===== src/rtl/tvd_pkg.sv =====
// Package for the Telex decoder: job type, queue status, key tables.
// No dependencies; used by every module of the decoder by scoped names.

package tvd_pkg;

	localparam int CHAR_W      = 16;
	localparam int PEND_DEPTH  = 2;   // characters held between items
	localparam int JOB_SLOTS   = 3;   // most results one item can cause
	localparam int QUEUE_DEPTH = 4;
	localparam int QPTR_W      = $clog2(QUEUE_DEPTH);
	localparam int QCNT_W      = $clog2(QUEUE_DEPTH + 1);

	typedef logic [CHAR_W-1:0] char_t;

	// One unit of work for the back end: up to three result characters.
	typedef struct packed {
		char_t [JOB_SLOTS-1:0] ch;    // ch[0] goes out first
		logic  [1:0]           num;   // number of valid slots, 1..3
		logic                  last;  // final slot closes the string
	} tvd_job_t;

	typedef struct packed {
		logic full;
		logic empty;
	} tvd_qstat_t;

	typedef struct packed {
		logic  hit;
		char_t code;
	} tvd_hit_t;

	// Three-character keys.
	function automatic tvd_hit_t key3(char_t a, char_t b, char_t c);
		tvd_hit_t r;
		r.hit  = 1'b1;
		r.code = '0;
		case ({a, b, c})
			48'h0061_0061_0066: r.code = 16'h1EA7;
			48'h0061_0061_006A: r.code = 16'h1EAD;
			48'h0061_0061_0072: r.code = 16'h1EA9;
			48'h0061_0061_0073: r.code = 16'h1EA5;
			48'h0061_0061_0078: r.code = 16'h1EAB;
			48'h0061_0077_0066: r.code = 16'h1EB1;
			48'h0061_0077_006A: r.code = 16'h1EB7;
			48'h0061_0077_0072: r.code = 16'h1EB3;
			48'h0061_0077_0073: r.code = 16'h1EAF;
			48'h0061_0077_0078: r.code = 16'h1EB5;
			48'h0065_0065_0066: r.code = 16'h1EC1;
			48'h0065_0065_006A: r.code = 16'h1EC7;
			48'h0065_0065_0072: r.code = 16'h1EC3;
			48'h0065_0065_0073: r.code = 16'h1EBF;
			48'h0065_0065_0078: r.code = 16'h1EC5;
			48'h006F_006F_0066: r.code = 16'h1ED3;
			48'h006F_006F_006A: r.code = 16'h1ED9;
			48'h006F_006F_0072: r.code = 16'h1ED5;
			48'h006F_006F_0073: r.code = 16'h1ED1;
			48'h006F_006F_0078: r.code = 16'h1ED7;
			48'h006F_0077_0066: r.code = 16'h1EDD;
			48'h006F_0077_006A: r.code = 16'h1EE3;
			48'h006F_0077_0072: r.code = 16'h1EDF;
			48'h006F_0077_0073: r.code = 16'h1EDB;
			48'h006F_0077_0078: r.code = 16'h1EE1;
			48'h0075_0077_0066: r.code = 16'h1EEB;
			48'h0075_0077_006A: r.code = 16'h1EF1;
			48'h0075_0077_0072: r.code = 16'h1EED;
			48'h0075_0077_0073: r.code = 16'h1EE9;
			48'h0075_0077_0078: r.code = 16'h1EEF;
			default:            r.hit  = 1'b0;
		endcase
		return r;
	endfunction

	// Two-character keys.
	function automatic tvd_hit_t key2(char_t a, char_t b);
		tvd_hit_t r;
		r.hit  = 1'b1;
		r.code = '0;
		case ({a, b})
			32'h0061_0061: r.code = 16'h00E2;
			32'h0061_0066: r.code = 16'h00E0;
			32'h0061_006A: r.code = 16'h1EA1;
			32'h0061_0072: r.code = 16'h1EA3;
			32'h0061_0073: r.code = 16'h00E1;
			32'h0061_0077: r.code = 16'h0103;
			32'h0061_0078: r.code = 16'h00E3;
			32'h0064_0064: r.code = 16'h0111;
			32'h0065_0065: r.code = 16'h00EA;
			32'h0065_0066: r.code = 16'h00E8;
			32'h0065_006A: r.code = 16'h1EB9;
			32'h0065_0072: r.code = 16'h1EBB;
			32'h0065_0073: r.code = 16'h00E9;
			32'h0065_0078: r.code = 16'h1EBD;
			32'h0069_0066: r.code = 16'h00EC;
			32'h0069_006A: r.code = 16'h1ECB;
			32'h0069_0072: r.code = 16'h1EC9;
			32'h0069_0073: r.code = 16'h00ED;
			32'h0069_0078: r.code = 16'h0129;
			32'h006F_0066: r.code = 16'h00F2;
			32'h006F_006A: r.code = 16'h1ECD;
			32'h006F_006F: r.code = 16'h00F4;
			32'h006F_0072: r.code = 16'h1ECF;
			32'h006F_0073: r.code = 16'h00F3;
			32'h006F_0077: r.code = 16'h01A1;
			32'h006F_0078: r.code = 16'h00F5;
			32'h0075_0066: r.code = 16'h00F9;
			32'h0075_006A: r.code = 16'h1EE5;
			32'h0075_0072: r.code = 16'h1EE7;
			32'h0075_0073: r.code = 16'h00FA;
			32'h0075_0077: r.code = 16'h01B0;
			32'h0075_0078: r.code = 16'h0169;
			32'h0079_0066: r.code = 16'h1EF3;
			32'h0079_006A: r.code = 16'h1EF5;
			32'h0079_0072: r.code = 16'h1EF7;
			32'h0079_0073: r.code = 16'h00FD;
			32'h0079_0078: r.code = 16'h1EF9;
			default:       r.hit  = 1'b0;
		endcase
		return r;
	endfunction

endpackage


===== src/rtl/telex_to_vietnamese_decoder_core.sv =====
// Top level of the Telex to Vietnamese stream decoder.
// Depends on tvd_pkg, tvd_front, tvd_queue and tvd_back.
//
//   channel  | direction | tdata          | tlast     | meaning
//   s_axis   | in        | [15:0] in_char | in_last   | Telex characters
//   m_axis   | out       | [15:0] out_char| out_last  | decoded characters
//
// One input character is taken per cycle while the job queue has room; a
// character that completes a window of three, or one marked last, queues a
// job of one to three output characters.
// The back end moves one output character per cycle while the output is ready,
// so a flush of three characters takes three output transfers; the four-entry
// queue absorbs that while the input keeps flowing.
// An input that queues a job passes the queue slot and then the output register.
// Reset clears the pending count, the queue pointers and the output valid;
// no clearing pass is needed.

module telex_to_vietnamese_decoder_core (
	input  logic        clk,
	input  logic        arst_n,
	input  logic        s_axis_tvalid,
	output logic        s_axis_tready,
	input  logic [15:0] s_axis_tdata,   // [15:0] in_char
	input  logic        s_axis_tlast,   // in_last
	output logic        m_axis_tvalid,
	input  logic        m_axis_tready,
	output logic [15:0] m_axis_tdata,   // [15:0] out_char
	output logic        m_axis_tlast    // out_last
);

	tvd_pkg::tvd_qstat_t qstat;
	tvd_pkg::tvd_job_t   job, head;
	logic                push, pop;

	// Classify each transfer against the key tables and keep the window.
	tvd_front u_front (
		.clk      (clk),
		.arst_n   (arst_n),
		.in_valid (s_axis_tvalid),
		.in_ready (s_axis_tready),
		.in_char  (s_axis_tdata),
		.in_last  (s_axis_tlast),
		.qstat    (qstat),
		.push     (push),
		.job      (job)
	);

	// Hold finished jobs so either side can stall on its own.
	tvd_queue u_queue (
		.clk      (clk),
		.arst_n   (arst_n),
		.push     (push),
		.push_job (job),
		.pop      (pop),
		.head     (head),
		.qstat    (qstat)
	);

	// Drain each job one character per output transfer.
	tvd_back u_back (
		.clk       (clk),
		.arst_n    (arst_n),
		.head      (head),
		.qstat     (qstat),
		.pop       (pop),
		.out_valid (m_axis_tvalid),
		.out_ready (m_axis_tready),
		.out_char  (m_axis_tdata),
		.out_last  (m_axis_tlast)
	);

endmodule


===== src/rtl/tvd_front.sv =====
// Front end: holds the pending window, matches keys, forms jobs.
// Depends on tvd_pkg.

module tvd_front (
	input  logic               clk,
	input  logic               arst_n,
	input  logic               in_valid,
	output logic               in_ready,
	input  tvd_pkg::char_t     in_char,
	input  logic               in_last,
	input  tvd_pkg::tvd_qstat_t qstat,
	output logic               push,
	output tvd_pkg::tvd_job_t  job
);

	tvd_pkg::char_t pend_q [tvd_pkg::PEND_DEPTH];
	logic [1:0]     cnt_q;

	tvd_pkg::char_t   w0, w1, w2;
	tvd_pkg::tvd_hit_t k3, k20, k21;
	logic             accept;
	logic [1:0]       cnt_d;
	tvd_pkg::char_t   p0_d, p1_d;
	logic             p0_we, p1_we;

	assign in_ready = !qstat.full;
	assign accept   = in_valid && in_ready;

	// Line up the window: pending characters first, new character after.
	always_comb begin
		w0 = in_char;
		w1 = in_char;
		w2 = in_char;
		case (cnt_q)
			2'd0: w0 = in_char;
			2'd1: begin
				w0 = pend_q[0];
				w1 = in_char;
			end
			default: begin
				w0 = pend_q[0];
				w1 = pend_q[1];
				w2 = in_char;
			end
		endcase
	end

	assign k3  = tvd_pkg::key3(w0, w1, w2);
	assign k20 = tvd_pkg::key2(w0, w1);
	assign k21 = tvd_pkg::key2(w1, w2);

	always_comb begin
		job      = '0;
		job.ch   = {w2, w1, w0};
		job.last = in_last;
		job.num  = 2'd1;
		push     = 1'b0;
		cnt_d    = cnt_q;
		p0_d     = w1;
		p1_d     = w2;
		p0_we    = 1'b0;
		p1_we    = 1'b0;
		if (in_last) begin
			push  = 1'b1;
			cnt_d = 2'd0;
			case (cnt_q)
				2'd0: job.num = 2'd1;
				2'd1: begin
					if (k20.hit) begin
						job.ch[0] = k20.code;
						job.num   = 2'd1;
					end else begin
						job.num   = 2'd2;
					end
				end
				default: begin
					if (k3.hit) begin
						job.ch[0] = k3.code;
						job.num   = 2'd1;
					end else if (k20.hit) begin
						job.ch[0] = k20.code;
						job.ch[1] = w2;
						job.num   = 2'd2;
					end else if (k21.hit) begin
						job.ch[1] = k21.code;
						job.num   = 2'd2;
					end else begin
						job.num   = 2'd3;
					end
				end
			endcase
		end else begin
			case (cnt_q)
				2'd0: begin
					p0_d  = in_char;
					p0_we = 1'b1;
					cnt_d = 2'd1;
				end
				2'd1: begin
					p1_d  = in_char;
					p1_we = 1'b1;
					cnt_d = 2'd2;
				end
				default: begin
					push = 1'b1;
					if (k3.hit) begin
						job.ch[0] = k3.code;
						cnt_d     = 2'd0;
					end else if (k20.hit) begin
						job.ch[0] = k20.code;
						p0_d      = w2;
						p0_we     = 1'b1;
						cnt_d     = 2'd1;
					end else begin
						p0_we     = 1'b1;
						p1_we     = 1'b1;
						cnt_d     = 2'd2;
					end
				end
			endcase
		end
		push = push && accept;
	end

	always_ff @(posedge clk or negedge arst_n) begin
		if (!arst_n) begin
			cnt_q <= 2'd0;
		end else if (accept) begin
			cnt_q <= cnt_d;
		end
	end

	always_ff @(posedge clk) begin
		if (accept && p0_we) begin
			pend_q[0] <= p0_d;
		end
		if (accept && p1_we) begin
			pend_q[1] <= p1_d;
		end
	end

endmodule


===== src/rtl/tvd_queue.sv =====
// Job queue between front and back end; small register FIFO.
// Depends on tvd_pkg.

module tvd_queue (
	input  logic                clk,
	input  logic                arst_n,
	input  logic                push,
	input  tvd_pkg::tvd_job_t   push_job,
	input  logic                pop,
	output tvd_pkg::tvd_job_t   head,
	output tvd_pkg::tvd_qstat_t qstat
);

	tvd_pkg::tvd_job_t               slot_q [tvd_pkg::QUEUE_DEPTH];
	logic [tvd_pkg::QPTR_W-1:0]      wr_ptr_q, rd_ptr_q;
	logic [tvd_pkg::QCNT_W-1:0]      count_q;
	logic                            do_push, do_pop;

	assign qstat.full  = (count_q == tvd_pkg::QCNT_W'(tvd_pkg::QUEUE_DEPTH));
	assign qstat.empty = (count_q == '0);
	assign do_push     = push && !qstat.full;
	assign do_pop      = pop && !qstat.empty;
	assign head        = slot_q[rd_ptr_q];

	always_ff @(posedge clk or negedge arst_n) begin
		if (!arst_n) begin
			wr_ptr_q <= '0;
			rd_ptr_q <= '0;
			count_q  <= '0;
		end else begin
			if (do_push) begin
				wr_ptr_q <= wr_ptr_q + 1'b1;
			end
			if (do_pop) begin
				rd_ptr_q <= rd_ptr_q + 1'b1;
			end
			case ({do_push, do_pop})
				2'b10:   count_q <= count_q + 1'b1;
				2'b01:   count_q <= count_q - 1'b1;
				default: count_q <= count_q;
			endcase
		end
	end

	always_ff @(posedge clk) begin
		if (do_push) begin
			slot_q[wr_ptr_q] <= push_job;
		end
	end

endmodule


===== src/rtl/tvd_back.sv =====
// Back end: walks the slots of the head job into the output register.
// Depends on tvd_pkg.

module tvd_back (
	input  logic                clk,
	input  logic                arst_n,
	input  tvd_pkg::tvd_job_t   head,
	input  tvd_pkg::tvd_qstat_t qstat,
	output logic                pop,
	output logic                out_valid,
	input  logic                out_ready,
	output tvd_pkg::char_t      out_char,
	output logic                out_last
);

	logic           valid_q;
	tvd_pkg::char_t char_q;
	logic           last_q;
	logic [1:0]     idx_q;
	logic           load, final_slot;

	assign out_valid  = valid_q;
	assign out_char   = char_q;
	assign out_last   = last_q;
	assign load       = !qstat.empty && (!valid_q || out_ready);
	assign final_slot = (idx_q == head.num - 2'd1);
	assign pop        = load && final_slot;

	always_ff @(posedge clk or negedge arst_n) begin
		if (!arst_n) begin
			valid_q <= 1'b0;
			idx_q   <= 2'd0;
		end else begin
			if (load) begin
				valid_q <= 1'b1;
				idx_q   <= final_slot ? 2'd0 : idx_q + 2'd1;
			end else if (out_ready) begin
				valid_q <= 1'b0;
			end
		end
	end

	always_ff @(posedge clk) begin
		if (load) begin
			char_q <= head.ch[idx_q];
			last_q <= head.last && final_slot;
		end
	end

endmodule

===== config.mk =====
export PLATFORM = sky130hd
export DESIGN_NAME = telex_to_vietnamese_decoder_core
export DESIGN_NICKNAME = d
export VERILOG_FILES = /design/src/rtl/tvd_pkg.sv /design/src/rtl/telex_to_vietnamese_decoder_core.sv /design/src/rtl/tvd_front.sv /design/src/rtl/tvd_queue.sv /design/src/rtl/tvd_back.sv
export SDC_FILE = /design/constraint.sdc
export NUM_CORES = 1
export LEC_CHECK = 0
export CORE_MARGIN = 4
export CORE_UTILIZATION = 42
export DETAILED_ROUTE_END_ITERATION = 16
export DONT_BUFFER_PORTS = 1
export PLACE_DENSITY = 0.53
export SLEW_MARGIN = 40
export SYNTH_ARGS = -nofsm -noshare
export SYNTH_HDL_FRONTEND = slang
export SYNTH_SLANG_ARGS = --single-unit

===== constraint.sdc =====
create_clock -name clk -period 4.08 [get_ports clk]
set_input_delay 0.408 -clock clk [delete_from_list [all_inputs] [get_ports clk]]
set_output_delay 0.408 -clock clk [all_outputs]
set_load 0.03 [all_outputs]

==> impl_metrics.tcl, run 1 <==
set metrics [dict create \
    floorplan.die_area_um2 37400 \
    worstPathCellList "or4_4 > or4_1 > buf_4 > a2111oi_4 > o211ai_1 > o221a_2 > and4_2 > a2111oi_1 > a21oi_1 > a211o_1" \
    synthFlopType "sky130_fd_sc_hd__edfxtp_1" \
    synth_area_um2 14400 \
    grt-ovfl-total 0 \
    hold_depth 3 \
    grt_start_max_net_pins 52 \
    clk_transition_reported_paths_ns 0.06 \
    power-per-cell-area_nw_per_um2 607 \
    ctsLongestPathBuffers 3 \
    postSynthAreaPerCell_um2 12.0 \
    outcome "completed" \
    critPathBufInv 1 \
    slew-limit-headroom_pct 43.7 \
    finClkSkew_ns 0.0227 \
    maxSlewViolCount 0 \
    timing.final.hold_violations 0 \
    fraction_of_layout_instances_using_a_drive_strength_above_1_pct 22.6 \
    crit_path_start_kind "flop" \
    synth.area.top_cells "sky130_fd_sc_hd__edfxtp_1 (53%), sky130_fd_sc_hd__mux4_2 (8.0%), sky130_fd_sc_hd__nand2_1 (2.4%)" \
    seqCellArea_um2 7900 \
    timing.final.setup_violations 0 \
    setup.worst_path.class "reg2reg" \
    synth_area_leader_cell "sky130_fd_sc_hd__edfxtp_1" \
    area_delta_synth_final_pct 18.6 \
    postSynthRegisterBits 265 \
    wl_per_cell_um 29.1 \
    crit_fanout 10 \
    detail_route.wirelength_um 52400 \
    timing.critical_path.slowest_stage_cell "sky130_fd_sc_hd__or4_1" \
    synthDistinctLibCells 90 \
    filler_cell_count 3020 \
    hp-start "s_axis_tlast" \
    synth_commonest_cells "sky130_fd_sc_hd__edfxtp_1 (253), sky130_fd_sc_hd__nand2_1 (91), sky130_fd_sc_hd__nor2_1 (81)" \
    dieWidth_um 193 \
    cts_root_buffer "sky130_fd_sc_hd__clkbuf_16" \
    minimum_setup_slack_among_reg_to_reg_paths_ns 0.11 \
    worst_ir_drop_vdd_uv 396 \
    core-area_um2 33700 \
    synth.top_cell.area_share_pct 52.6 \
    first_global_vias 11500 \
    core.rowCount 67 \
    netlist_instances 1200 \
    initial_utilization_pct 42.8 \
    viasPerCell 6.42 \
    category_of_the_worst_setup_path_capture_point "flop" \
    worstRegToRegCells 10 \
    antenna_left 0 \
    hp-class "in2reg" \
    grt_pass1_wl_um 78200 \
    clk-insertion-delay-late_ns 0.55 \
    multi_input_comb_area_um2 6120 \
    cts_htree_levels 1 \
    place.port_buffers 0 \
    timing.final.crit_share_pct 97.4 \
    crit-reg2reg-capture "u_queue.slot_q[2][5]$_DFFE_PP_" \
    synth_warnings 0 \
    post-route-min-period_ns 3.97 \
    synth.yosys.seq_area_share_pct 54.7 \
    io_pins 40 \
    critical_path.top_delay_family "compound AO/OA/AOI/OAI gates" \
    number_of_antenna_violations_at_the_first_check_in_global_routing 0 \
    cts_num_sinks 265 \
    cpPeakStageDelay_ns 0.61 \
    required_ns 4.34 \
    synth_enable_flop_cells 253 \
    timing.hold.ws_ns 0.0641 \
    static-leakage-power_nw 5.87 \
    gpl.final_weighted_congestion 1.01 \
    rr_startpoint "u_front.pend_q[0][28]$_DFFE_PP_" \
    numCtsBuffers 28 \
    clock_tree_from_tritoncts "built" \
    maxCapViolations 0 \
    drt_iter0_markers 978 \
    num-nets-final 1355 \
    async_reset_ff_share_pct 4.53 \
    detail_route.drc_violations 0 \
    max_slew.worst_pin.slew_ns 0.840 \
    track_usage_pct 27.3 \
    rsz0062_at_grt "no" \
    die_height_um 193 \
    total_power_mw 10.4 \
    worst-endpoint-arrival_ns 4.23 \
    min_delay_worst_endpoint "u_front.cnt_q[0]$_DFFE_PN0P_" \
    cell_with_the_most_instances_after_synthesis "sky130_fd_sc_hd__edfxtp_1" \
    dp_hpwl_um 37900 \
    detail_route.first_pass.iterations 6 \
    syn_nets 1227 \
    max_freq_mhz 252 \
    routed-via-count 11500 \
]
worst max-delay path by stage:
stage                                                from                             end  slack, ns  depth (start not counted)
after floorplan           u_front.pend_q[0][28]$_DFFE_PP_  u_front.pend_q[0][4]$_DFFE_PP_       0.44                         12
after global placement    u_front.pend_q[0][28]$_DFFE_PP_  u_front.pend_q[0][5]$_DFFE_PP_      -0.05                         10
after detailed placement  u_front.pend_q[0][28]$_DFFE_PP_  u_queue.slot_q[1][5]$_DFFE_PP_      -0.14                          9
after CTS                 u_front.pend_q[0][28]$_DFFE_PP_  u_queue.slot_q[1][5]$_DFFE_PP_       0.03                         10
after global routing      u_front.pend_q[0][24]$_DFFE_PP_  u_front.pend_q[0][5]$_DFFE_PP_      0.007                         11
final                     u_front.pend_q[0][28]$_DFFE_PP_  u_queue.slot_q[2][5]$_DFFE_PP_       0.11                         10
timing repair:
action                                  CTS  global route
resized for setup                         3             5
pin swaps                                 1             2
endpoints found under the hold margin    97             0
endpoints found under the setup margin   47            45
hold buffers                             19             0
buffers inserted                          3             2
sequential cells by signal, indices dropped and copies added, names as in the netlist:
register and cells:
u_queue.count_q 3, u_back.out_valid 1, u_queue.rd_ptr_q 2, u_front.pend_q 32, u_back.idx_q 2, u_front.cnt_q 2
u_queue.slot_q 204, u_queue.wr_ptr_q 2, u_back.out_last 1, u_back.out_char 16
routing by layer:
metal	routed length, um	GRT usage [%]	vias to the layer above
li1	-	-	5066
met1	21600	37.1	5855
met2	25400	45.9	513
met3	3400	3.53	108
met4	1940	8.86	0
met5	0	0	-
metrics by stage:
stage | cell area, um^2 | setup TNS [ns] | setup WS [ns] | utilization [%] | cells
6_report | 17100 | 0 | 0.105 | 50.8 | 1798
5_1_grt | 17100 | 0 | 0.00676 | 50.8 | 1797
4_1_cts | 17100 | 0 | 0.0301 | 50.6 | 1795
3_5_place_dp | 15900 | -1.84 | -0.143 | 47.3 | 1722
3_3_place_gp | 15900 | -0.459 | -0.0502 | 47.3 | 1722
2_1_floorplan | 14400 | 0 | 0.444 | - | 1200
cell families (layout without fill, tap and decap cells):
group | after synthesis | after routing | share of synthesized area (%)
AND/OR/NAND/NOR | 395 | 395 | 14.3
AO/OA/AOI/OAI | 311 | 311 | 15.3
flip-flops | 265 | 265 | 54.7
buffers and inverters | 118 | 267 | 3.29
multiplexers | 94 | 94 | 11.1
XOR/XNOR | 11 | 11 | 0.668
adder cells (fa/ha/maj) | 6 | 6 | 0.572
other | 0 | 1 | 0
placed cells by master (no fill, tap or decap), drive strengths merged, types with 30 or more instances in the layout:
cell    count
edfxtp    253
buf       158
nand2      91
nor2       81
o21ai      70
a21oi      53
mux4       51
inv        38
nor3       37
nand3      36
clkbuf     33
o22ai      30
final cells by class:
class	count	area share, %
clock buffers	33	4.20
repair buffers	177	8.70
multi-input cells	817	35.7
diodes	1	0.0146
flip-flops and latches	265	46.2
well taps	448	3.27
inverters	39	0.855
clock inverters	18	1.05
where the power goes:
part	internal (mW)	leakage [nW]	switching, mW
clock	1.45	0.430	1.01
combinational	1.52	2.98	2.17
sequential	3.84	2.46	0.399
total	6.81	5.87	3.58
worst min-delay path: cells and delay by family:
family	cells	cell delay (ns)
AOI/OAI and AO/OA	2	0.11
and+or+nand+nor	1	0.03
(Power assumes the default switching activity.)
==> run 2: changes to the inputs <==
--- a/config.mk
+++ b/config.mk
@@ -5,11 +5,13 @@
 export SDC_FILE = /design/constraint.sdc
 export NUM_CORES = 1
 export LEC_CHECK = 0
+export CELL_PAD_IN_SITES_DETAIL_PLACEMENT = 1
+export CELL_PAD_IN_SITES_GLOBAL_PLACEMENT = 2
 export CORE_MARGIN = 4
 export CORE_UTILIZATION = 42
 export DETAILED_ROUTE_END_ITERATION = 16
 export DONT_BUFFER_PORTS = 1
-export PLACE_DENSITY = 0.53
+export PLACE_DENSITY = 0.73
 export SLEW_MARGIN = 40
 export SYNTH_ARGS = -nofsm -noshare
 export SYNTH_HDL_FRONTEND = slang
==> run 2 against run 1 <==
Effect of this change: worst setup slack worse by 0.016 ns; die area stayed put; cell count is 0.22% higher; global-route usage is 1.3 points higher; register-to-register slack worse by 0.02 ns; routed wire length is 4.7% higher; sequential cell count stayed put; worst hold slack worse by 0.024 ns; sequential power hardly changed; clock skew is 0.0014 ns higher; largest cell class unchanged; highest routed layer is now met5.
==> impl_metrics.tcl, run 2 (synthesized netlist as in run 1, its figures left out) <==
set metrics [dict create \
    n_antenna_cell 0 \
    max_freq_mhz 251 \
    most_used_routing_layer "met2" \
    most_common_library_cell_in_the_layout_ignoring_fill_and_taps "sky130_fd_sc_hd__edfxtp_1" \
    globalRouteMet3Util_pct 2.68 \
    finalCoreUtilization_pct 50.9 \
    dieWidth_um 193 \
    worst-endpoint-arrival_ns 4.22 \
    timing.hold.ws_ns 0.0398 \
    slew-limit-headroom_pct 41.2 \
    core-area_um2 33700 \
    clk-insertion-delay-late_ns 0.54 \
    regMostFlops "u_queue.slot_q" \
    layout.cells.most_common_list "sky130_fd_sc_hd__edfxtp_1 (253), sky130_fd_sc_hd__buf_4 (158), sky130_fd_sc_hd__nand2_1 (91), sky130_fd_sc_hd__nor2_1 (81), sky130_fd_sc_hd__o21ai_0 (61)" \
    gpl.final_weighted_congestion 0.954 \
    place.port_buffers 0 \
    setup.worst_path.class "reg2reg" \
    final_design_area_no_fill_um2 17200 \
    fraction_of_layout_instances_using_a_drive_strength_above_1_pct 23.8 \
    clock_tree_from_tritoncts "built" \
    ctsLongestPathBuffers 3 \
    initial_utilization_pct 42.8 \
    detail_route.first_pass.iterations 7 \
    timing.final.crit_share_pct 97.8 \
    met1_usage_pct 37.8 \
    numCtsBuffers 26 \
    io_pins 40 \
    rsz0062_at_grt "yes" \
    category_of_the_worst_setup_path_capture_point "flop" \
    core.rowCount 67 \
    floorplan.die_area_um2 37400 \
    critical_path.top_delay_family "simple AND/OR/NAND/NOR gates" \
    detailed_place.area_um2 16100 \
    finClkSkew_ns 0.0241 \
    number_of_antenna_violations_at_the_first_check_in_global_routing 2 \
    post-route-min-period_ns 3.99 \
    grt.met2_usage_pct 49.2 \
    crit_path_start_kind "flop" \
    cts_root_buffer "sky130_fd_sc_hd__clkbuf_16" \
    wl_per_cell_um 30.4 \
    largest_register_ffs 204 \
    detail_route.wirelength_um 54800 \
    die_height_um 193 \
    timing.final.setup_violations 0 \
    antenna_left 0 \
    critPathBufInv 3 \
    worstPathCellList "or4_1 > or3_2 > buf_4 > a211oi_2 > a222oi_1 > buf_4 > buf_4 > nand4_1 > nor2_1 > o31ai_1" \
    static-leakage-power_nw 5.90 \
    grt_start_max_net_pins 51 \
    required_ns 4.31 \
    drt_iter0_markers 1011 \
    timing.final.hold_violations 0 \
    timing.critical_path.slowest_stage_cell "sky130_fd_sc_hd__o31ai_1" \
    track_usage_pct 28.6 \
    routed-via-count 11600 \
    max_slew.worst_pin.slew_ns 0.871 \
    cts_num_sinks 265 \
    dp_hpwl_um 39600 \
    grt_pass1_wl_um 81700 \
    detail_route.drc_violations 0 \
    maxSlewViolCount 0 \
    cpMostUsedCell "sky130_fd_sc_hd__buf_4" \
    first_global_vias 12200 \
    area_delta_synth_final_pct 19.0 \
    power-per-cell-area_nw_per_um2 603 \
    num-nets-final 1362 \
    cpPeakStageDelay_ns 0.66 \
    outcome "completed" \
    cts_htree_levels 1 \
    crit_fanout 6 \
    worst_ir_drop_vdd_uv 517 \
    hp-class "in2reg" \
    grt-ovfl-total 0 \
    clk_transition_reported_paths_ns 0.06 \
    maxCapViolations 0 \
    viasPerCell 6.44 \
]
run 2: cell types whose count changed in the layout (fill, tap and decap cells not counted), moves of 4 or more:
cell	before	now
sky130_fd_sc_hd__buf_4	149	158
sky130_fd_sc_hd__clkbuf_1	5	1
sky130_fd_sc_hd__clkinv_1	12	7
sky130_fd_sc_hd__o21ai_0	65	61
sky130_fd_sc_hd__o21ai_1	5	9
run 2: worst reg2reg max path, cell delays in order (launching register included):
cell and delay (ns):
sky130_fd_sc_hd__edfxtp_1 0.43, sky130_fd_sc_hd__or4_1 0.63, sky130_fd_sc_hd__or3_2 0.54, sky130_fd_sc_hd__buf_4 0.20, sky130_fd_sc_hd__a211oi_2 0.38, sky130_fd_sc_hd__a222oi_1 0.18, sky130_fd_sc_hd__buf_4 0.16, sky130_fd_sc_hd__buf_4 0.13
sky130_fd_sc_hd__nand4_1 0.30, sky130_fd_sc_hd__nor2_1 0.08, sky130_fd_sc_hd__o31ai_1 0.66
run 2: stage by stage:
step / power [mW] / instances / TNS, ns / setup slack [ns]
final: 10.4 / 1802 / 0 / 0.0886
after global routing: 10.9 / 1802 / -0.884 / -0.0721
after CTS: 10.4 / 1800 / 0 / 0.00763
after detailed placement: 7.99 / 1735 / -2.17 / -0.294
after global placement: 7.87 / 1735 / -1.36 / -0.268
after floorplan: 6.64 / 1200 / 0 / 0.444
run 2: path summary, 6_finish.rpt:
kind                                            startpoint                              end  slack [ns]  depth (start not counted)
hold reg to reg             u_queue.count_q[1]$_DFFE_PN0P_     u_back.out_valid$_DFFE_PN0P_        0.51                          2
setup / recovery           u_front.pend_q[0][24]$_DFFE_PP_   u_queue.slot_q[0][6]$_DFFE_PP_        0.09                         10
hold / removal                               m_axis_tready     u_back.out_valid$_DFFE_PN0P_        0.04                          3
max in group asynchronous                           arst_n  u_queue.rd_ptr_q[0]$_DFFE_PN0P_        3.15                          1
min in group asynchronous                           arst_n     u_front.cnt_q[0]$_DFFE_PN0P_        0.38                          1
setup reg to reg           u_front.pend_q[0][24]$_DFFE_PP_   u_queue.slot_q[0][6]$_DFFE_PP_        0.09                         10
run 2: power by group:
group          total [mW]  internal [mW]  switching (mW)
Sequential           4.26           3.84           0.420
Combinational        3.74           1.53            2.20
Clock                2.36           1.36           0.995
Total                10.4           6.74            3.62
run 2: repair_timing:
| action | 4_1_cts | 5_1_grt |
|---|---|---|
| endpoints found under the hold margin | 96 | 0 |
| gates cloned | 0 | 0 |
| buffers inserted | 0 | 2 |
| gates resized for setup | 5 | 11 |
| pin swaps | 0 | 2 |
| hold buffers | 18 | 0 |
| setup endpoints to repair | 36 | 55 |
run 2: final cells by class:
class / instances / area, um^2
Multi-Input combinational cell: 817 / 6140
Tap cell: 448 / 561
Clock inverter: 20 / 194
Clock buffer: 27 / 654
Sequential cell: 265 / 7900
Inverter: 39 / 146
Timing Repair Buffer: 186 / 1570
Fill cell: 3534 / 16500
run 2: metal layers:
layer  vias to the layer above  part of all wire (%)  wire length [um]
met5                         -                 0.024                13
met4                         2                   4.2              2300
met3                       120                   4.8              2630
met2                       436                    50             27300
met1                      5983                    41             22600
li1                       5069                     -                 -
